File: src/rtl/core/ffpa_pkg.sv
`timescale 1ns / 1ps
// Shared types and constants for the first-fit page run allocator.
// No dependencies.
package ffpa_pkg;

  localparam int MODE_W     = 1;
  localparam int COUNT_W    = 11;
  localparam int SLOT_W     = 10;
  localparam int WORD_BITS  = 16;
  localparam int WORD_IDX_W = 4;

  typedef logic [WORD_BITS-1:0] word_t;

  // request kinds
  localparam logic MODE_ALLOC = 1'b0;
  localparam logic MODE_FREE  = 1'b1;

  // result codes
  localparam logic RES_DONE     = 1'b0;
  localparam logic RES_NO_SPACE = 1'b1;

  typedef enum logic [2:0] {
    S_CLEAR,
    S_IDLE,
    S_START,
    S_SCAN,
    S_FILL,
    S_FINISH
  } ffpa_state_t;

  // controller -> datapath
  typedef struct packed {
    logic load;
    logic clear;
    logic scan;
    logic fill;
    logic out_load;
  } ffpa_cmd_t;

  // datapath -> controller
  typedef struct packed {
    logic clear_last;
    logic is_free;
    logic skip;
    logic hit;
    logic miss;
    logic fill_done;
  } ffpa_sts_t;

endpackage

File: src/rtl/core/ffpa_ctrl.sv
`timescale 1ns / 1ps
// Sequencer: clearing pass, request intake, scan/fill phases, result hand-off.
// Depends on ffpa_pkg.
module ffpa_ctrl import ffpa_pkg::*; (
  input  logic      clk,
  input  logic      rst,
  input  logic      in_valid,
  output logic      in_ready,
  output logic      out_valid,
  input  logic      out_ready,
  input  ffpa_sts_t sts,
  output ffpa_cmd_t cmd
);

  ffpa_state_t state, state_next;
  logic        out_free;

  assign out_free = !out_valid || out_ready;

  always_ff @(posedge clk) begin
    if (rst) begin
      state     <= S_CLEAR;
      out_valid <= 1'b0;
    end else begin
      state <= state_next;
      if (cmd.out_load) begin
        out_valid <= 1'b1;
      end else if (out_ready) begin
        out_valid <= 1'b0;
      end
    end
  end

  always_comb begin
    state_next = state;
    case (state)
      S_CLEAR:  if (sts.clear_last) state_next = S_IDLE;
      S_IDLE:   if (in_valid) state_next = S_START;
      S_START: begin
        if (sts.skip) begin
          state_next = S_FINISH;
        end else if (sts.is_free) begin
          state_next = S_FILL;
        end else begin
          state_next = S_SCAN;
        end
      end
      S_SCAN: begin
        if (sts.hit) begin
          state_next = S_FILL;
        end else if (sts.miss) begin
          state_next = S_FINISH;
        end
      end
      S_FILL:   if (sts.fill_done) state_next = S_FINISH;
      S_FINISH: if (out_free) state_next = S_IDLE;
      default:  state_next = S_CLEAR;
    endcase
  end

  always_comb begin
    cmd      = '0;
    in_ready = 1'b0;
    case (state)
      S_CLEAR:  cmd.clear = 1'b1;
      S_IDLE: begin
        in_ready = 1'b1;
        cmd.load = in_valid;
      end
      S_SCAN:   cmd.scan = 1'b1;
      S_FILL:   cmd.fill = 1'b1;
      S_FINISH: cmd.out_load = out_free;
      default:  cmd = '0;
    endcase
  end

endmodule

File: config.mk
export PLATFORM = sky130hd
export DESIGN_NAME = ffpa_ctrl
export DESIGN_NICKNAME = d
export VERILOG_FILES = /design/src/rtl/core/ffpa_pkg.sv /design/src/rtl/core/ffpa_ctrl.sv
export SDC_FILE = /design/constraint.sdc
export NUM_CORES = 1
export LEC_CHECK = 0
export BUFFER_PORTS_ARGS = -buffer_cell sky130_fd_sc_hd__buf_2
export CAP_MARGIN = 20
export CORE_AREA = 4 4 41 43
export DETAILED_ROUTE_END_ITERATION = 7
export DIE_AREA = 0 0 45 47
export SYNTH_ARGS = -nofsm -noshare
export SYNTH_HDL_FRONTEND = slang
export SYNTH_SLANG_ARGS = --single-unit
File: constraint.sdc
create_clock -name clk -period 2.4 [get_ports clk]
set_clock_uncertainty 0.1 [all_clocks]
set_input_delay 0.36 -clock clk [delete_from_list [all_inputs] [get_ports clk]]
set_output_delay 0.36 -clock clk [all_outputs]
set_load 0.02 [all_outputs]
==> Flow_metrics.wiki <==
{| class="wikitable"
! Metric !! Value
|-
| CTS Root Buffer Type || clkbuf_4
|-
| Total grt overflow || 0
|-
| Sort of element at the start of the critical path || flip-flop
|-
| First-pass iteration count of the detailed router || 4
|-
| Post-synthesis sequential element count || 4
|-
| Final-report hold violation count || 0
|-
| Number of max-slew violations in the final report || 0
|-
| Worst Path Class, Setup || flip-flop to output port
|-
| Vias per Instance || 4.945
|-
| Setup repair after global routing missed its margin || false
|-
| Routed length per instance || 10.90 microns
|-
| Number of hold-repair buffers added at the cts stage || 0
|-
| Die Footprint || 0.002115 sq mm
|-
| Launching element of the worst setup path || state[0]
|-
| Endpoints failing setup || 0
|-
| Run status || complete, no violations
|-
| Post-synth top area share || 26.78%
|-
| Bufs on Longest Clock Path || 2
|-
| Primary FF master, synth || dfxtp_1
|-
| Detailed-route via count || 361
|-
| Post-layout total power || 0.0002955 W
|-
| # nets final || 70
|-
| Clock sink count || 4
|-
| Max-slew headroom || 78.86%
|-
| Area added between synthesis and finish || 33.47%
|-
| Actual slew at the worst max-slew pin || 0.3167 ns
|-
| Initial detailed-routing violation count || 8
|-
| Maximum vdd ir drop || 367.0 uV
|-
| Die Ht || 47 microns
|-
| Core Footprint || 0.001301 sq mm
|-
| Number of core rows || 13
|-
| Clock transition time at the flip-flop clock pins of the worst setup and hold paths || 0.04 ns
|-
| Post-CTS setup repair buffer count || 0
|-
| Power density normalized to cell area || 740.3 mW/mm^2
|-
| Shortest clock period the worst path allows after layout || 1.857 ns
|-
| Overall routing resource usage || 9.306%
|-
| Path class of the lowest-slack min-delay path || input port to flip-flop
|-
| Setup TNS || 0 ns
|-
| Number of buffers created by CTS || 3
|-
| Vias in the first global route || 332
|-
| HPWL after DPL || 629.7 microns
|-
| Required time at the worst-slack endpoint || 1.94 ns
|-
| Effective utilization at floorplan || 22.98%
|-
| Most numerous cell in the Yosys netlist || nor2_1
|-
| Count of unresolved DRC violations after routing || 0
|-
| Number of port buffers || 16
|-
| Max Cap Violations || 0
|-
| Upper clock frequency limit || 0.5385 GHz
|-
| Ratio of cells with drive above 1 in the final layout || 34.48%
|-
| Number of fillers in the final layout || 156
|-
| Most common library cells after synthesis || 7 x nor2_1, 4 x dfxtp_1, 4 x nand2_1
|-
| Arrival time of data at the critical path endpoint || 1.40 ns
|-
| Post-Route WL || 796 microns
|-
| Antenna violations before repair || 0
|-
| Maximum number of pins on one net before global-route repair || 11
|-
| H-tree levels || 1
|-
| Synthesized area per cell || 7.120 sq um
|-
| Post-synth top area cell || dfxtp_1
|-
| Number of flops mapped to enable cells by yosys || 0
|-
| Crit Path Max Fanout || 9
|-
| Worst Setup End Kind || output port
|-
| Post-Syn Instances || 42
|-
| Post-cts sizing count || 0
|-
| Post-synthesis instance area || 299.0 sq um
|-
| Antenna Diode Count || 0
|-
| Gpl congestion || 0.7931
|-
| Sequential-to-total area share from yosys stat || 26.78%
|-
| Leakage || 0.1896 nW
|-
| First-pass GRT wire length || 1359 microns
|-
| Antenna-violating nets left || 0
|-
| Die Width || 45 microns
|-
| Syn_nets || 52
|-
| Count of yosys warnings during synthesis || 0
|-
| Later-pin clock latency in the skew report || 0.24 ns
|-
| Main area contributors after synthesis || dfxtp_1 27%, nor2_1 8.8%, a21oi_1 5.0%, o21ai_0 5.0%, nand2_1 5.0%
|-
| FFs w/ async S/R, synth || 0%
|-
| Clock tree from TritonCTS || done
|-
| Period utilization || 77.37%
|-
| Worst min-delay path startpoint || rst
|-
| Post-synth cell types || 20
|-
| Reg-to-reg startpoint || state[0]
|-
| Count of boundary I/O pins || 17
|}
registers in the layout, summed over array words and instances (netlist names):
register	count
state	3
out_valid	1
routing by layer:
| metal | track usage [%] | share of wire, % |
|---|---|---|
| met3 | 3.831 | 9.7 |
| met1 | 11.99 | 48 |
| met2 | 12.15 | 40 |
| met5 | 0 | 0 |
| met4 | 7.018 | 2.6 |
worst max-delay path: stages (launching register included):
cell and delay, ns:
dfxtp_1 0.50, inv_1 0.17, nor3_1 0.18, and2_1 0.15
buf_2 0.16
cell usage in the layout, fill, tap and decap left out, types with 2 or more instances in the layout:
cell	synthesis	routed
and2_1	2	2
clkbuf_4	0	3
dfxtp_1	4	4
nor2_1	7	7
o21ai_0	3	3
nor3_1	2	2
a21oi_1	3	3
nand2_1	4	4
inv_1	3	3
nor2b_1	2	2
buf_2	2	16
area by class of cell:
| class | count | area [sq um] | area share [%] |
|---|---|---|---|
| inverters | 3 | 11.26 | 2.821 |
| repair buffers | 16 | 80.08 | 20.06 |
| clock buffers | 3 | 22.52 | 5.643 |
| well taps | 15 | 18.77 | 4.702 |
| flip-flops and latches | 4 | 80.08 | 20.06 |
| multi-input cells | 32 | 186.4 | 46.71 |
where the power goes:
group          switching (W)  internal, W   total, W  leakage [nW]
Combinational      0.0000646    0.0000424   0.000107         0.143
Clock              0.0000326    0.0000563  0.0000889        0.0138
Sequential         0.0000227    0.0000768  0.0000995        0.0327
worst paths after layout:
kind                            cells past startpoint   endpoint  slack, ns
worst min register to register                      2  out_valid       0.38
worst min-delay path                                2  out_valid       0.24
worst max-delay path                                4     cmd[4]       0.54
worst max register to register                      3   state[2]       1.11
kinds of logic after synthesis:
group	Yosys count	synth area share, %
multiplexers	1	3.347
flip-flops	4	26.78
buffers and inverters	6	10.88
AO/OA/AOI/OAI	11	25.52
AND/OR/NAND/NOR	20	33.47
metrics by stage:
| step | hold WS, ns | instances | setup slack, ns | util [%] | cell area, sq um |
|---|---|---|---|---|---|
| 2_1_floorplan | 0.3291 | 42 | 0.6301 | - | 299.0 |
| 3_3_place_gp | 0.3786 | 70 | 0.8127 | 28.94 | 376.6 |
| 3_5_place_dp | 0.3716 | 70 | 0.8102 | 28.94 | 376.6 |
| 4_1_cts | 0.2271 | 73 | 0.5399 | 30.67 | 399.1 |
| 5_1_grt | 0.2496 | 73 | 0.4080 | 30.67 | 399.1 |
| 6_report | 0.2368 | 73 | 0.5430 | 30.67 | 399.1 |
Note: power is estimated with default switching activity, not from simulation.
