File: src/rtl/core/ffpa_pkg.sv
`timescale 1ns / 1ps
// Shared types and constants for the first-fit page run allocator.
// No dependencies.
package ffpa_pkg;

  localparam int MODE_W     = 1;
  localparam int COUNT_W    = 11;
  localparam int SLOT_W     = 10;
  localparam int WORD_BITS  = 16;
  localparam int WORD_IDX_W = 4;

  typedef logic [WORD_BITS-1:0] word_t;

  // request kinds
  localparam logic MODE_ALLOC = 1'b0;
  localparam logic MODE_FREE  = 1'b1;

  // result codes
  localparam logic RES_DONE     = 1'b0;
  localparam logic RES_NO_SPACE = 1'b1;

  typedef enum logic [2:0] {
    S_CLEAR,
    S_IDLE,
    S_START,
    S_SCAN,
    S_FILL,
    S_FINISH
  } ffpa_state_t;

  // controller -> datapath
  typedef struct packed {
    logic load;
    logic clear;
    logic scan;
    logic fill;
    logic out_load;
  } ffpa_cmd_t;

  // datapath -> controller
  typedef struct packed {
    logic clear_last;
    logic is_free;
    logic skip;
    logic hit;
    logic miss;
    logic fill_done;
  } ffpa_sts_t;

endpackage

File: src/rtl/core/ffpa_datapath.sv
`timescale 1ns / 1ps
// Slot map memory, word scanner, range fill and result registers.
// Depends on ffpa_pkg; driven by ffpa_ctrl.
module ffpa_datapath import ffpa_pkg::*; #(
  parameter int SLOT_COUNT = 1024
) (
  input  logic               clk,
  input  logic               rst,
  input  ffpa_cmd_t          cmd,
  output ffpa_sts_t          sts,
  input  logic               in_mode,
  input  logic [COUNT_W-1:0] in_count,
  input  logic [SLOT_W-1:0]  in_slot,
  output logic               out_status,
  output logic [SLOT_W-1:0]  out_start
);

  localparam int SW    = $clog2(SLOT_COUNT);
  localparam int RW    = SW + 1;
  localparam int XW    = ((SW > COUNT_W) ? SW : COUNT_W) + 1;
  localparam int WORDS = (SLOT_COUNT + WORD_BITS - 1) / WORD_BITS;
  localparam int AW    = (WORDS > 1) ? $clog2(WORDS) : 1;
  localparam int TAIL  = SLOT_COUNT - (WORDS - 1) * WORD_BITS;

  localparam logic [AW-1:0] LAST_WORD = AW'(WORDS - 1);
  localparam logic [XW-1:0] LAST_SLOT = XW'(SLOT_COUNT - 1);
  localparam word_t WORD_ALL  = {WORD_BITS{1'b1}};
  localparam word_t TAIL_USED = ~(WORD_ALL >> (WORD_BITS - TAIL));

  word_t             mem [WORDS];
  word_t             rdata;
  logic [AW-1:0]     rd_ptr, ev_ptr;
  logic              rd_more, ev_vld;
  logic              mode_r;
  logic [COUNT_W-1:0] count_r;
  logic [XW-1:0]     lo, hi;
  logic [RW-1:0]     run_cnt;
  logic              skip;
  logic              res_status;
  logic [SLOT_W-1:0] res_start;

  logic [AW-1:0]     lo_w, hi_w, stop_w;
  word_t             used;
  logic [XW-1:0]     run_j [WORD_BITS];
  logic [WORD_BITS-1:0] hit_vec;
  logic [WORD_IDX_W:0]  loc;
  logic              free_all;
  logic [WORD_IDX_W-1:0] hit_pos;
  logic [XW-1:0]     hit_slot, hit_lo;
  logic              scan_eval, hit, miss, issue;
  logic [XW-1:0]     f_lo, f_end, f_hi;
  logic              f_empty;
  word_t             lo_m, hi_m, fill_m;
  logic              wr_en;
  logic [AW-1:0]     wr_addr;
  word_t             wr_data;

  assign lo_w = lo[AW+WORD_IDX_W-1:WORD_IDX_W];
  assign hi_w = hi[AW+WORD_IDX_W-1:WORD_IDX_W];

  // run length ending at each bit of the word under evaluation
  always_comb begin
    loc      = '0;
    free_all = 1'b1;
    hit_pos  = '0;
    used     = rdata | ((ev_ptr == LAST_WORD) ? TAIL_USED : '0);
    for (int j = 0; j < WORD_BITS; j++) begin
      loc      = (WORD_IDX_W+1)'(0);
      free_all = 1'b1;
      for (int k = 0; k <= j; k++) begin
        if (used[k]) begin
          loc      = (WORD_IDX_W+1)'(j - k);
          free_all = 1'b0;
        end
      end
      run_j[j]   = free_all ? (XW'(run_cnt) + XW'(j + 1)) : XW'(loc);
      hit_vec[j] = (run_j[j] >= XW'(count_r));
    end
    for (int j = WORD_BITS - 1; j >= 0; j--) begin
      if (hit_vec[j]) begin
        hit_pos = WORD_IDX_W'(j);
      end
    end
    hit_slot = XW'({ev_ptr, hit_pos});
    hit_lo   = hit_slot + XW'(1) - XW'(count_r);
  end

  assign scan_eval = cmd.scan && ev_vld;
  assign hit       = scan_eval && (|hit_vec);
  assign miss      = scan_eval && !(|hit_vec) && (ev_ptr == LAST_WORD);

  // free range, clipped at the last slot
  always_comb begin
    f_lo    = XW'(in_slot);
    f_end   = f_lo + XW'(in_count) - XW'(1);
    f_hi    = (f_end > LAST_SLOT) ? LAST_SLOT : f_end;
    f_empty = (in_count == '0) || (f_lo > LAST_SLOT);
  end

  // bit mask of the range within the word being written
  always_comb begin
    lo_m   = (ev_ptr == lo_w) ? (WORD_ALL << lo[WORD_IDX_W-1:0]) : WORD_ALL;
    hi_m   = (ev_ptr == hi_w) ? (WORD_ALL >> (~hi[WORD_IDX_W-1:0])) : WORD_ALL;
    fill_m = lo_m & hi_m;
  end

  assign stop_w = cmd.scan ? LAST_WORD : hi_w;
  assign issue  = (cmd.scan || cmd.fill) && rd_more && !hit;

  always_comb begin
    wr_en   = cmd.clear || (cmd.fill && ev_vld);
    wr_addr = cmd.clear ? rd_ptr : ev_ptr;
    if (cmd.clear) begin
      wr_data = '0;
    end else if (mode_r == MODE_FREE) begin
      wr_data = rdata & ~fill_m;
    end else begin
      wr_data = rdata | fill_m;
    end
  end

  always_ff @(posedge clk) begin
    if (rst) begin
      rd_ptr  <= '0;
      rd_more <= 1'b0;
      ev_vld  <= 1'b0;
    end else if (cmd.load) begin
      rd_ptr  <= (in_mode == MODE_FREE) ? f_lo[AW+WORD_IDX_W-1:WORD_IDX_W] : '0;
      rd_more <= 1'b1;
      ev_vld  <= 1'b0;
    end else if (cmd.clear) begin
      rd_ptr  <= (rd_ptr == LAST_WORD) ? '0 : rd_ptr + AW'(1);
    end else if (hit) begin
      rd_ptr  <= hit_lo[AW+WORD_IDX_W-1:WORD_IDX_W];
      rd_more <= 1'b1;
      ev_vld  <= 1'b0;
    end else begin
      ev_vld <= issue;
      if (issue) begin
        rd_more <= (rd_ptr != stop_w);
        if (rd_ptr != stop_w) begin
          rd_ptr <= rd_ptr + AW'(1);
        end
      end
    end
  end

  always_ff @(posedge clk) begin
    rdata  <= mem[rd_ptr];
    ev_ptr <= rd_ptr;
    if (wr_en) begin
      mem[wr_addr] <= wr_data;
    end
    if (cmd.load) begin
      mode_r     <= in_mode;
      count_r    <= in_count;
      run_cnt    <= '0;
      lo         <= f_lo;
      hi         <= f_hi;
      skip       <= (in_mode == MODE_FREE) ? f_empty : (in_count == '0);
      res_status <= (in_mode == MODE_FREE) ? RES_DONE : RES_NO_SPACE;
      res_start  <= '0;
    end
    if (scan_eval) begin
      run_cnt <= RW'(run_j[WORD_BITS-1]);
    end
    if (hit) begin
      lo         <= hit_lo;
      hi         <= hit_slot;
      res_status <= RES_DONE;
      res_start  <= hit_lo[SLOT_W-1:0];
    end
    if (cmd.out_load) begin
      out_status <= res_status;
      out_start  <= res_start;
    end
  end

  always_comb begin
    sts.clear_last = (rd_ptr == LAST_WORD);
    sts.is_free    = (mode_r == MODE_FREE);
    sts.skip       = skip;
    sts.hit        = hit;
    sts.miss       = miss;
    sts.fill_done  = cmd.fill && ev_vld && (ev_ptr == hi_w);
  end

endmodule

File: config.mk
export PLATFORM = sky130hd
export DESIGN_NAME = ffpa_datapath
export DESIGN_NICKNAME = d
export VERILOG_FILES = /design/src/rtl/core/ffpa_pkg.sv /design/src/rtl/core/ffpa_datapath.sv
export SDC_FILE = /design/constraint.sdc
export NUM_CORES = 2
export LEC_CHECK = 0
export BUFFER_PORTS_ARGS = -buffer_cell sky130_fd_sc_hd__clkbuf_2
export CORE_MARGIN = 2
export CORE_UTILIZATION = 45
export CTS_CLUSTER_SIZE = 12
export DETAILED_ROUTE_END_ITERATION = 6
export PLACE_DENSITY = 0.69
export SLEW_MARGIN = 20
export SYNTH_ARGS = -nofsm -noshare
export SYNTH_HDL_FRONTEND = slang
export SYNTH_SLANG_ARGS = --single-unit
File: constraint.sdc
create_clock -name clk -period 8.4 [get_ports clk]
set_input_delay 1.68 -clock clk [delete_from_list [all_inputs] [get_ports clk]]
set_output_delay 1.68 -clock clk [all_outputs]
set_load 0.01 [all_outputs]
==> flow_summary.yaml <==
outcome:
  outcome: "complete, no violations"
cells_and_area:
  fillers: 9321
  drive_above_1_share_pct: 20.8
  regArea_um2: 33300
  area_growth_pct: 11.4
  layout.nets: 3581
  multi_input_area_um2: 17600
sta:
  tightestPinTransition_ps: 1010
  fin_crit_sh_pct: 95.8
  fin_ws_ps: 356
  fin_crit_ps: 8040
  finalClockSkew_ps: 62.9
  drv_slew: 0
  fmax_mhz: 124
  slew_headroom_pct: 32.6
  hold_violations: 0
  rsz0062_at_grt: "false"
  finalSetupViolCount: 0
  timing.setup.tns_ps: 0
synth:
  syn-num-nets: 3481
  muxShareOfSynthArea_pct: 14.0
  synth.ff_latch_count: 1120
  synth_top_area_share_pct: 63.2
  synth_top_family_by_area: "multiplexers"
  synthAdderAreaFrac_pct: 5.61
  synth-xor-area-share_pct: 2.18
  yosys_most_used_dff: "edfxtp_1"
  syn_area_per_cell_um2: 16.1
  syn_area_um2: 51800
  ys_seq_area_share_pct: 64.4
  ys.warnings.count: 0
  yosysTopAreaCell: "edfxtp_1"
  synthCells: 3221
  async_flop_share_pct: 0
  synth-simple-area-share_pct: 6.28
  synth_compound_area_share_pct: 5.51
  synth_area_leaders: "edfxtp_1 (63%), mux4_2 (14%), ha_1 (5.5%)"
  synth-edff-count: 1089
  yosysUniqueCellTypes: 82
worst_hold_path:
  hold_end: "out_start[0]"
  hold_path.class: "reg2reg"
  hold_depth: 0
  min_from: "res_start[0]"
die:
  dieArea_um2: 118000
  core_area_um2: 114000
  chipWidth_um: 343
  ios: 46
  num_rows: 124
  start_util_pct: 45.3
  die_y_um: 343
setup_path:
  path_cells: "or4_1 -> or2_2 -> nor2_1 -> a21oi_1 -> a21oi_1 -> o21bai_1 -> nor2b_1 -> o21bai_1 -> ha_1 -> nand2b_1 -> a2111oi_0 -> o31ai_1 -> nor2_1 -> nand3b_1 -> nor4b_1 -> buf_4 -> nand2_1 -> nor4_1 -> clkbuf_2"
  worstPathArrival_ps: 6360
  crit_type: "reg2out"
  rr_endpoint: "rd_ptr[5]"
  crit_fanout: 11
  r2r_slack_ps: 1120
  critPathLaunchType: "register"
  rr_worst_depth: 32
  worst_ep_required_time_ps: 6720
  critPathMaxStageDelay_ps: 840
  r2r-start: "rdata[2]"
  crit_path_end_kind: "primary output"
  crit_slowest_cell: "or4_1"
place:
  post-place-ws_ps: 1110
  portBuffers: 45
  globalplace.congestion: 0.951
  dp_hpwl_um: 83700
routing:
  vias_per_cell: 6.08
  postRouteAntennaNets: 0
  num_vias: 29800
  wl_um: 133000
  routedWlPerCell_um: 27.2
  drt_iter0_markers: 3407
  first_pass_iters: 6
  drc_errors: 0
global_routing:
  grt_pass1_vias: 29200
  gr-total-overflow: 0
  antenna_found_initial: 3
  grt_max_degree: 116
  grt_pass1_wl_um: 197000
  grt_util_all_layers_pct: 22.8
job:
  max-cap-violations: 0
cts:
  clockBufferDepth: 3
  ctsHtreeMaxLevel: 3
  clock-sinks: 1120
  cts_hold_buf: 0
  cts_tree: "built"
  cts_made_buffers: 111
  cts.clk_slew.worst_paths_ps: 60
  clock_latency_ps: 710
  cts_root_buf: "clkbuf_16"
power:
  p_leak_nw: 19.3
  ir_drop_uv: 184
  powerDensity_nw_per_um2: 219
[metrics by stage]
step           area [µm²]  instances  utilization, %  hold WS (ps)  total power, W
2_1_floorplan       51800       3221               -           329         0.00753
3_3_place_gp        54300       4720            47.6           411         0.00808
3_5_place_dp        54400       4720            47.6           405         0.00810
4_1_cts             57700       4892            50.5           428          0.0127
5_1_grt             57700       4893            50.5           450          0.0130
6_report            57700       4893            50.5           434          0.0126
[cells in the mapped netlist (all sizes together), types with 6 or more instances]
cell     instances
nand4            8
and3            10
clkbuf         126
nor3            45
xor2            72
nor2b           41
a221oi           6
or4             11
edfxtp        1089
and2            15
nor4            15
a21o            41
o211ai           7
o2111ai          6
inv             90
o21ai           97
dfxtp           31
ha             229
or2             15
a21oi          121
nand2b          15
mux4           320
o21a            20
or3             37
nor2           282
buf             51
xnor2           57
nand3           47
nand2          153
o31ai            7
a31oi           36
o22ai           10
a211oi          37
o31a             6
[logic make-up (layout without fill, tap and decap cells)]
group,after synthesis,in the layout
flip-flops,1120,1120
buffers and inverters,270,429
AND/OR/NAND/NOR,703,703
AO/OA/AOI/OAI,445,445
multiplexers,323,323
other,0,1
XOR/XNOR,129,129
adder cells (fa/ha/maj),231,231
[critical path, delay by kind of cell (launching register included)]
family | cells | cell delay (ps)
compound gates | 6 | 1350
simple gates | 10 | 3280
buf+inv | 2 | 400
flops | 1 | 410
fa+ha+maj | 1 | 270
[layout by cell type (no fill, tap or decap), types with 43 or more instances in the layout]
cell,instances
a21oi_1,121
buf_4,116
clkbuf_16,112
clkbuf_2,45
edfxtp_1,1089
ha_1,229
inv_1,90
mux4_2,320
nand2_1,153
nand3_1,46
nor2_1,240
nor3_1,43
o21ai_0,96
xnor2_1,57
xor2_1,72
[metal layers]
metal / wire length [µm] / part of all wire, % / up-vias / GRT usage [%]
li1: - / - / 12900 / -
met1: 54500 / 41 / 15200 / 32.6
met2: 62300 / 47 / 1389 / 35.6
met3: 11600 / 8.7 / 256 / 3.72
met4: 4870 / 3.7 / 4 / 8.29
met5: 28 / 0.021 / - / 0
[state kept, by name, indices dropped and copies added (netlist names)]
register    cells
res_start      10
count_r        11
rdata          16
skip            1
out_start      10
rd_ptr          6
rd_more         1
mode_r          1
run_cnt        11
ev_ptr          6
res_status      1
hi             10
lo             10
mem          1024
out_status      1
ev_vld          1
[worst max-delay path by stage]
stage / startpoint / depth (start not counted) / end
2_1_floorplan: rdata[2] / 22 / sts[2]
3_3_place_gp: rdata[0] / 17 / sts[1]
3_5_place_dp: rdata[0] / 17 / sts[1]
4_1_cts: rdata[2] / 19 / sts[1]
5_1_grt: rdata[2] / 19 / sts[1]
6_report: rdata[2] / 19 / sts[1]
[layout make-up]
| cell class | count | share of cell area (%) |
|---|---|---|
| sequential | 1120 | 57.8 |
| multi-input combinational | 1831 | 30.6 |
| clock buffer | 145 | 5.13 |
| tap | 1512 | 3.28 |
| timing repair buffer | 164 | 2.00 |
| inverter | 93 | 0.610 |
| clock inverter | 27 | 0.599 |
| antenna | 1 | 0.00434 |
[power by group]
| part | internal [W] | total (W) | leakage, nW | switching (W) |
|---|---|---|---|---|
| logic | 0.000654 | 0.00163 | 7.50 | 0.000977 |
| clock network | 0.00258 | 0.00461 | 1.60 | 0.00203 |
| registers | 0.00624 | 0.00637 | 10.2 | 0.000137 |
[repair_timing]
action | 4_1_cts | 5_1_grt
resized for setup | 0 | 1
endpoints found under the setup margin | 0 | 1
setup buffers | 0 | 0
(Power assumes the default switching activity.)
